--- src/rtl/core/qaf_pkg.sv ---
// shared types, constants and helpers for the query argument finder
package qaf_pkg;

  localparam int KEY_MAX_DEF    = 8;
  localparam int MAX_LENGTH_DEF = 65535;
  localparam int IN_TDATA_W     = 8;
  localparam int OUT_TDATA_W    = 40;
  localparam int CFG_DATA_W     = 64;

  localparam logic [7:0] CH_AMP = 8'h26;
  localparam logic [7:0] CH_EQ  = 8'h3D;

  localparam logic REG_KEY_BYTES  = 1'b0;
  localparam logic REG_KEY_LENGTH = 1'b1;

  typedef struct packed {
    logic hit_self;
    logic hit_next;
    logic is_amp;
  } qaf_cell_stat_t;

  typedef struct packed {
    logic follow_hit;
    logic end_hit;
    logic amp_before;
  } qaf_win_t;

  function automatic logic [7:0] qaf_fold(input logic [7:0] c);
    logic [7:0] r;
    r = c;
    if (c >= 8'h41 && c <= 8'h5A) begin
      r = c + 8'h20;
    end
    return r;
  endfunction

endpackage

--- src/rtl/core/qaf_cell.sv ---
// one window cell: holds a folded byte and compares it against two key bytes
module qaf_cell
  import qaf_pkg::*;
(
  input  logic           clk,
  input  logic           shift_en,
  input  logic [7:0]     byte_in,
  input  logic [7:0]     key_self,
  input  logic [7:0]     key_next,
  input  logic           use_self,
  input  logic           use_next,
  output logic [7:0]     byte_out,
  output qaf_cell_stat_t stat
);

  logic [7:0] byte_r;

  always_ff @(posedge clk) begin
    if (shift_en) begin
      byte_r <= byte_in;
    end
  end

  assign byte_out      = byte_r;
  assign stat.hit_self = !use_self || (byte_r == key_self);
  assign stat.hit_next = !use_next || (byte_r == key_next);
  assign stat.is_amp   = (byte_r == CH_AMP);

endmodule

--- src/rtl/core/qaf_window.sv ---
// row of byte cells with the name compare reduced over the active cells
module qaf_window
  import qaf_pkg::*;
#(
  parameter int KEY_MAX = KEY_MAX_DEF
) (
  input  logic        clk,
  input  logic        shift_en,
  input  logic [7:0]  byte_in,
  input  logic [63:0] key_bytes,
  input  logic [3:0]  key_len,
  output qaf_win_t    win
);

  localparam int NCELL = KEY_MAX + 1;

  logic [7:0]     kb [8];
  logic [7:0]     chain [NCELL+1];
  qaf_cell_stat_t stat [NCELL];
  logic [NCELL-1:0] self_v;
  logic [NCELL-1:0] next_v;
  logic [NCELL-1:0] amp_v;
  logic [7:0]     byte_f;

  assign byte_f   = qaf_fold(byte_in);
  assign chain[0] = byte_f;

  for (genvar j = 0; j < 8; j++) begin : g_key
    assign kb[j] = qaf_fold(key_bytes[8*j +: 8]);
  end

  for (genvar m = 0; m < NCELL; m++) begin : g_cell
    localparam logic [3:0] M = 4'(m);
    logic [3:0] idx_self;
    logic [3:0] idx_next;

    assign idx_self = key_len - 4'd1 - M;
    assign idx_next = key_len - 4'd2 - M;

    qaf_cell u_cell (
      .clk      (clk),
      .shift_en (shift_en),
      .byte_in  (chain[m]),
      .key_self (kb[idx_self[2:0]]),
      .key_next (kb[idx_next[2:0]]),
      .use_self (M < key_len),
      .use_next ((M + 4'd1) < key_len),
      .byte_out (chain[m+1]),
      .stat     (stat[m])
    );

    assign self_v[m] = stat[m].hit_self;
    assign next_v[m] = stat[m].hit_next;
    assign amp_v[m]  = stat[m].is_amp && (M == key_len);
  end

  logic [3:0] idx_top;
  assign idx_top = key_len - 4'd1;

  // name followed by the incoming byte: cells 0..len-1
  assign win.follow_hit = &self_v;
  // name ending at the incoming byte
  assign win.end_hit    = (byte_f == kb[idx_top[2:0]]) && (&next_v);
  // byte just ahead of the name
  assign win.amp_before = |amp_v;

endmodule

--- src/rtl/core/query_argument_finder_top.sv ---
// top level of the query argument finder: control, registers and output stage
//
// channel | dir | handshake            | content
// in_     | in  | in_tvalid/in_tready  | tdata byte, tlast end of string, tuser empty string
// out_    | out | out_tvalid/out_tready| found, has_value, value_offset, value_length
// cfg_    | in  | cfg_valid/cfg_ready  | cfg_index selects key_bytes or key_length
//
// one query byte per clock while in_tready is high; the row of byte cells compares the whole name combinationally
// the result of a string appears on out_ in the cycle after its last byte transfer
// bytes that end no string are taken even while a result waits on out_
// a string-ending byte waits only when the output register is full and not being taken
// rst_n is synchronous; it clears the scan state, the key and the output valid
module query_argument_finder_top
  import qaf_pkg::*;
#(
  parameter int KEY_MAX    = KEY_MAX_DEF,
  parameter int MAX_LENGTH = MAX_LENGTH_DEF
) (
  input  logic                   clk,
  input  logic                   rst_n,
  // in_tdata: [7:0] data_byte
  input  logic [IN_TDATA_W-1:0]  in_tdata,
  input  logic                   in_tlast,
  // in_tuser: [0] empty_string
  input  logic                   in_tuser,
  input  logic                   in_tvalid,
  output logic                   in_tready,
  // out_tdata: [0] found, [1] has_value, [17:2] value_offset, [33:18] value_length,
  // [39:34] zero
  output logic [OUT_TDATA_W-1:0] out_tdata,
  output logic                   out_tvalid,
  input  logic                   out_tready,
  input  logic                   cfg_valid,
  output logic                   cfg_ready,
  input  logic                   cfg_index,
  input  logic [CFG_DATA_W-1:0]  cfg_data
);

  localparam logic [15:0] MAX_LEN = 16'(MAX_LENGTH);
  localparam logic [3:0]  KMAX    = 4'(KEY_MAX);

  // configuration registers
  logic [63:0] key_bytes_r;
  logic [3:0]  key_length_r;
  logic [3:0]  key_len;

  // scan state
  logic [15:0] pos_r,    pos_nxt;
  logic        match_r,  match_nxt;
  logic        inval_r,  inval_nxt;
  logic [15:0] vstart_r, vstart_nxt;
  logic [15:0] vcount_r, vcount_nxt;

  // output stage
  logic                   out_valid_r, out_valid_nxt;
  logic [OUT_TDATA_W-1:0] out_data_r,  out_data_nxt;

  logic       in_acc;
  logic       ends_string;
  logic [7:0] b;
  qaf_win_t   win;

  assign cfg_ready = 1'b1;

  always_ff @(posedge clk) begin
    if (!rst_n) begin
      key_bytes_r  <= 64'd0;
      key_length_r <= 4'd1;
    end else if (cfg_valid) begin
      case (cfg_index)
        REG_KEY_BYTES:  key_bytes_r  <= cfg_data;
        REG_KEY_LENGTH: key_length_r <= cfg_data[3:0];
        default: ;
      endcase
    end
  end

  // zero length counts as one, anything above KEY_MAX as KEY_MAX
  assign key_len = (key_length_r == 4'd0) ? 4'd1 :
                   (key_length_r > KMAX)  ? KMAX : key_length_r;

  assign b           = in_tdata[7:0];
  assign ends_string = in_tlast || in_tuser;
  assign in_tready   = !out_valid_r || out_tready || !ends_string;
  assign in_acc      = in_tvalid && in_tready;

  qaf_window #(
    .KEY_MAX (KEY_MAX)
  ) u_window (
    .clk       (clk),
    .shift_en  (in_acc && !in_tuser),
    .byte_in   (b),
    .key_bytes (key_bytes_r),
    .key_len   (key_len),
    .win       (win)
  );

  always_comb begin
    logic [15:0] len16;
    logic        follow_ok;
    logic        hv;

    len16         = {12'd0, key_len};
    pos_nxt       = pos_r;
    match_nxt     = match_r;
    inval_nxt     = inval_r;
    vstart_nxt    = vstart_r;
    vcount_nxt    = vcount_r;
    out_valid_nxt = out_valid_r && !out_tready;
    out_data_nxt  = out_data_r;
    follow_ok     = 1'b0;
    hv            = 1'b0;

    if (in_acc) begin
      if (in_tuser) begin
        // empty string: not found, and any string in progress is dropped
        out_valid_nxt = 1'b1;
        out_data_nxt  = '0;
        pos_nxt       = 16'd0;
        match_nxt     = 1'b0;
        inval_nxt     = 1'b0;
        vstart_nxt    = 16'd0;
        vcount_nxt    = 16'd0;
      end else begin
        if (match_r) begin
          if (inval_r) begin
            if (b == CH_AMP) begin
              inval_nxt = 1'b0;
            end else begin
              vcount_nxt = (vcount_r >= MAX_LEN) ? MAX_LEN : vcount_r + 16'd1;
            end
          end
        end else begin
          // name in the cells, judged by what stands before and after it
          follow_ok = (pos_r >= len16) && win.follow_hit &&
                      ((pos_r == len16) || win.amp_before || (b == CH_AMP) || (b == CH_EQ));
          if (follow_ok) begin
            match_nxt = 1'b1;
            if (b == CH_EQ) begin
              inval_nxt  = 1'b1;
              vstart_nxt = (pos_r >= MAX_LEN) ? MAX_LEN : pos_r + 16'd1;
              vcount_nxt = 16'd0;
            end
          end else if (in_tlast && (pos_r >= len16 - 16'd1) && win.end_hit) begin
            // name ending the string
            match_nxt = 1'b1;
          end
        end

        pos_nxt = (pos_r >= MAX_LEN) ? MAX_LEN : pos_r + 16'd1;

        if (in_tlast) begin
          hv            = match_nxt && (vstart_nxt != 16'd0);
          out_valid_nxt = 1'b1;
          out_data_nxt  = {6'd0,
                           hv ? vcount_nxt : 16'd0,
                           hv ? vstart_nxt : 16'd0,
                           hv, match_nxt};
          pos_nxt       = 16'd0;
          match_nxt     = 1'b0;
          inval_nxt     = 1'b0;
          vstart_nxt    = 16'd0;
          vcount_nxt    = 16'd0;
        end
      end
    end
  end

  always_ff @(posedge clk) begin
    if (!rst_n) begin
      pos_r       <= 16'd0;
      match_r     <= 1'b0;
      inval_r     <= 1'b0;
      vstart_r    <= 16'd0;
      vcount_r    <= 16'd0;
      out_valid_r <= 1'b0;
    end else begin
      pos_r       <= pos_nxt;
      match_r     <= match_nxt;
      inval_r     <= inval_nxt;
      vstart_r    <= vstart_nxt;
      vcount_r    <= vcount_nxt;
      out_valid_r <= out_valid_nxt;
    end
  end

  // result payload, no reset needed
  always_ff @(posedge clk) begin
    out_data_r <= out_data_nxt;
  end

  assign out_tvalid = out_valid_r;
  assign out_tdata  = out_data_r;

endmodule

--- config.mk ---
export PLATFORM = sky130hd
export DESIGN_NAME = query_argument_finder_top
export DESIGN_NICKNAME = d
export VERILOG_FILES = /design/src/rtl/core/qaf_pkg.sv /design/src/rtl/core/qaf_cell.sv /design/src/rtl/core/qaf_window.sv /design/src/rtl/core/query_argument_finder_top.sv
export SDC_FILE = /design/constraint.sdc
export NUM_CORES = 1
export LEC_CHECK = 0
export BUFFER_PORTS_ARGS = -buffer_cell sky130_fd_sc_hd__buf_2
export CAP_MARGIN = 10
export CORE_ASPECT_RATIO = 0.75
export CORE_MARGIN = 2
export CORE_UTILIZATION = 25
export DETAILED_ROUTE_END_ITERATION = 8
export GPL_TIMING_DRIVEN = 0
export MAX_ROUTING_LAYER = met4
export PLACE_DENSITY = 0.49
export SLEW_MARGIN = 25
export SYNTH_ARGS = -nofsm -noshare
export SYNTH_HDL_FRONTEND = slang
export SYNTH_SLANG_ARGS = --single-unit
--- constraint.sdc ---
create_clock -name clk -period 7.2 [get_ports clk]
set_clock_uncertainty 0.2 [all_clocks]
set_input_delay 0.72 -clock clk [delete_from_list [all_inputs] [get_ports clk]]
set_output_delay 0.72 -clock clk [all_outputs]
set_load 0.05 [all_outputs]
==> key figures <==
Timing
  – Final hold vios: 0
  – Worst setup margin: 0.09857 ns
  – Fin. max-slew vios: 0
  – Max Fclk: 0.1408 GHz
  – Period utilisation layout: 0.9863
  – Final setup TNS: 0 ns
  – Final number of setup-violating endpoints: 0
  – Tmin final: 7.101 ns
  – Worst-Margin Slew: 1.167 ns
  – Relative slew margins: 0.2199

Run status
  – Status: complete, no violations

Yosys
  – Yosys warning count: 0
  – Mean post-synth cell area: 8.953 sq um
  – Synthesized flop and latch total: 225
  – Synth Cell Area: 16910 sq um
  – Most used DFF post-synth: dfxtp_1
  – Post-synth EDFFs: 106
  – Register area share after synthesis: 0.3291
  – Async S/R FF share, synth: 0
  – Post-synthesis cell count: 1889
  – Netlist cell types: 92

Drt
  – Via Count: 16350
  – Vias per inst: 5.533
  – Post-DR wirelength/cell: 26.71 microns
  – Antenna Nets Post-Route: 0
  – TritonRoute pass-1 iters: 6
  – DRT Wirelength: 78940 microns
  – DR iter-0 viols: 1680
  – Drc violations: 0

Final layout
  – Most common library cell in the layout ignoring fill and taps: nand2_1
  – Nets: 2172
  – Area growth syn-to-layout: 18.32%
  – Post-route cell area: 20010 sq um
  – Share of cells above drive strength 1: 0.1689
  – Fillcell total: 7069
  – Most frequent cells in the layout: 253 x nand2_1, 129 x buf_2, 119 x dfxtp_1, 106 x edfxtp_1, 94 x xnor2_1

Power and ir drop
  – Worst vdd ir: 0.0001473 V
  – Net switching power: 1.298 mW
  – PD cells: 197.0 nW/um^2
  – Total power: 3.941 mW
  – Clock group share of total power: 0.387
  – P_int: 2.643 mW
  – Fraction of power consumed by combinational cells: 0.240
  – Leak: 6.971 nW
  – Switch share: 0.3294
  – Seq pwr share: 0.373

Placement
  – Global placer's final weighted congestion: 1.001
  – DP Wirelength: 62930 microns
  – Placed Area: 18770 sq um
  – Port bufs: 115
  – Pre-CTS WS: -1.610 ns

Global routing
  – Vias in the first global route: 15740
  – GRT Overall Usage: 0.2260
  – First-pass GRT wire length: 112400 microns
  – Largest net degree at the start of global routing: 27
  – Grt total ovfl: 0
  – Antenna violations before repair: 3

Clocking
  – Clk buf depth: 3
  – Hold-fix buffers, CTS: 0
  – Clk sinks: 225
  – CTS tree: built
  – H-Tree Level Count: 1
  – Later-pin clock latency in the skew report: 0.59 ns
  – CTS Buf Count: 27
  – Root buf cell: clkbuf_16
  – Clk pin slew, worst setup/hold paths: 0.06 ns

Worst setup path
  – Kind of critical path: reg2reg
  – CP cell instances: nand2b_1 > clkbuf_1 > clkbuf_2 > clkbuf_4 > ha_1 > clkbuf_1 > xnor2_1 > clkbuf_2 > clkbuf_2 > mux4_2 > xnor2_1 > nor4_2 > nand4_1 > a22o_1 > a2111o_1 > o211a_1 > buf_2 > buf_6 > nor3_2
  – Register-to-register path setup slack: 0.1 ns
  – Worst Setup SP: key_length_r[3]
  – Most used cell, CP: clkbuf_2
  – Kind of end point of the critical path: flop
  – Critical path arrival: 7.32 ns
  – Critical Path Sink: out_tdata[19]
  – RR Endpoint: out_tdata[19]
  – Largest stage delay on the critical path: 0.57 ns
  – Maximum fanout along the worst path: 15
  – CP Launch Type: flop
  – R2r startpoint: key_length_r[3]
  – Critical Path RT: 7.41 ns
  – CP max stage cell: mux4_2
  – Worst Reg2Reg Path Length in Cells: 19

Floorplanning
  – Die area: 69770 sq um
  – Boundary pin count: 123
  – Number of core rows: 82
  – Die Y: 229.3 microns
  – Chip width: 304.3 microns
  – Core area: 66890 sq um
  – Initial core utilization: 0.2528

Run
  – Max-Cap Viols: 0

Hold path
  – Hold Crit Class: in2reg
[critical path: cells and delay by family, from the launching register on]
kind | cells | cell delay [ns]
fa+ha+maj | 1 | 0.28
buf+inv | 8 | 2.72
mux | 1 | 0.57
flops | 1 | 0.50
xor+xnor | 2 | 0.59
simple gates | 4 | 1.18
compound gates | 3 | 0.85
[cells by family after synthesis]
| logic type | after synthesis | share of synthesized area |
|---|---|---|
| buf+inv | 186 | 0.04609 |
| fa+ha+maj | 41 | 0.03033 |
| xor+xnor | 164 | 0.08604 |
| other cells | 2 | 0.0004441 |
| mux | 126 | 0.1082 |
| compound gates | 511 | 0.2128 |
| simple gates | 634 | 0.1871 |
| flops | 225 | 0.3291 |
[synth_stat cells, types with 21 or more instances]
library cell	n	area (sq um)
a21oi_1	74	370.4
a21boi_0	84	630.6
clkbuf_1	83	311.6
xor2_1	69	604.3
o211ai_1	26	195.2
nand4_1	26	162.7
o22ai_1	31	193.9
nor2_1	93	349.1
a22oi_1	22	165.2
nor2b_1	26	162.7
nor4_1	26	162.7
mux2i_1	68	680.7
nand3_1	49	245.2
inv_1	49	183.9
nor3_1	40	200.2
dfxtp_1	119	2382
nand2_1	253	949.7
ha_1	41	513.0
xnor2_1	94	823.3
edfxtp_1	106	3183
o21ai_0	77	385.4
mux4_2	44	991.0
nand2b_1	21	131.4
[routing by layer]
metal / up-vias / track usage / wire [microns]
met4: 0 / 0.04765 / 1640
met3: 107 / 0.08235 / 8671
met5: - / - / 0
li1: 7356 / - / -
met2: 740 / 0.2995 / 30730
met1: 8146 / 0.3223 / 37900
[power by group through the flow]
stage                     clock network [mW]  logic, mW  registers, mW
after detailed placement                   0      0.886           1.49
after global placement                     0      0.871           1.50
after CTS                               1.55      0.911           1.47
after global routing                    1.60      0.996           1.47
final                                   1.52      0.946           1.47
after floorplan                            0      0.538           1.49
[how the worst min path moves through the flow]
stage	startpoint	endpoint	slack, ns	depth (start not counted)
after floorplan	u_window.g_cell[0].u_cell.byte_out[5]	u_window.g_cell[1].u_cell.byte_out[5]	0.22	0
after global placement	u_window.g_cell[7].u_cell.byte_out[5]	u_window.g_cell[8].u_cell.byte_out[5]	0.23	0
after detailed placement	u_window.g_cell[4].u_cell.byte_out[5]	u_window.g_cell[5].u_cell.byte_out[5]	0.24	0
after CTS	cfg_data[56]	key_bytes_r[56]	0.15	3
after global routing	in_tdata[3]	u_window.g_cell[0].u_cell.byte_out[3]	0.18	1
final	cfg_data[56]	key_bytes_r[56]	0.18	3
[final cells by class]
class / instances / area [sq um] / share of cell area
Buffer: 128 / 631.9 / 0.03158
Timing Repair Buffer: 128 / 774.5 / 0.03870
Sequential cell: 225 / 5565 / 0.2781
Antenna cell: 1 / 2.502 / 0.0001251
Clock inverter: 11 / 168.9 / 0.008441
Multi-Input combinational cell: 1483 / 10730 / 0.5363
Tap cell: 882 / 1104 / 0.05515
Clock buffer: 39 / 804.5 / 0.04021
Inverter: 58 / 227.7 / 0.01138
[registers in the layout (all words and copies together) (netlist names), 4 cells and up]
name and count:
vstart_r 16, key_length_r 4, pos_r 16, u_window.g_cell.u_cell.byte_out 72
out_tdata 34, vcount_r 16, key_bytes_r 64
[repair_timing]
item | CTS | global route
endpoints found under the setup margin | 68 | 60
setup buffers | 3 | 4
pin swaps | 2 | 3
gates resized for setup | 41 | 24
[metrics by stage]
| stage | std cells | hold WS, ns | utilization |
|---|---|---|---|
| 2_1_floorplan | 1894 | 0.2244 | - |
| 3_5_place_dp | 2897 | 0.2353 | 0.2806 |
| 4_1_cts | 2950 | 0.1474 | 0.2977 |
| 6_report | 2955 | 0.1761 | 0.2991 |
| 3_3_place_gp | 2891 | 0.2333 | 0.2782 |
| 5_1_grt | 2955 | 0.1760 | 0.2991 |
Power figures use the tool's default switching activity.
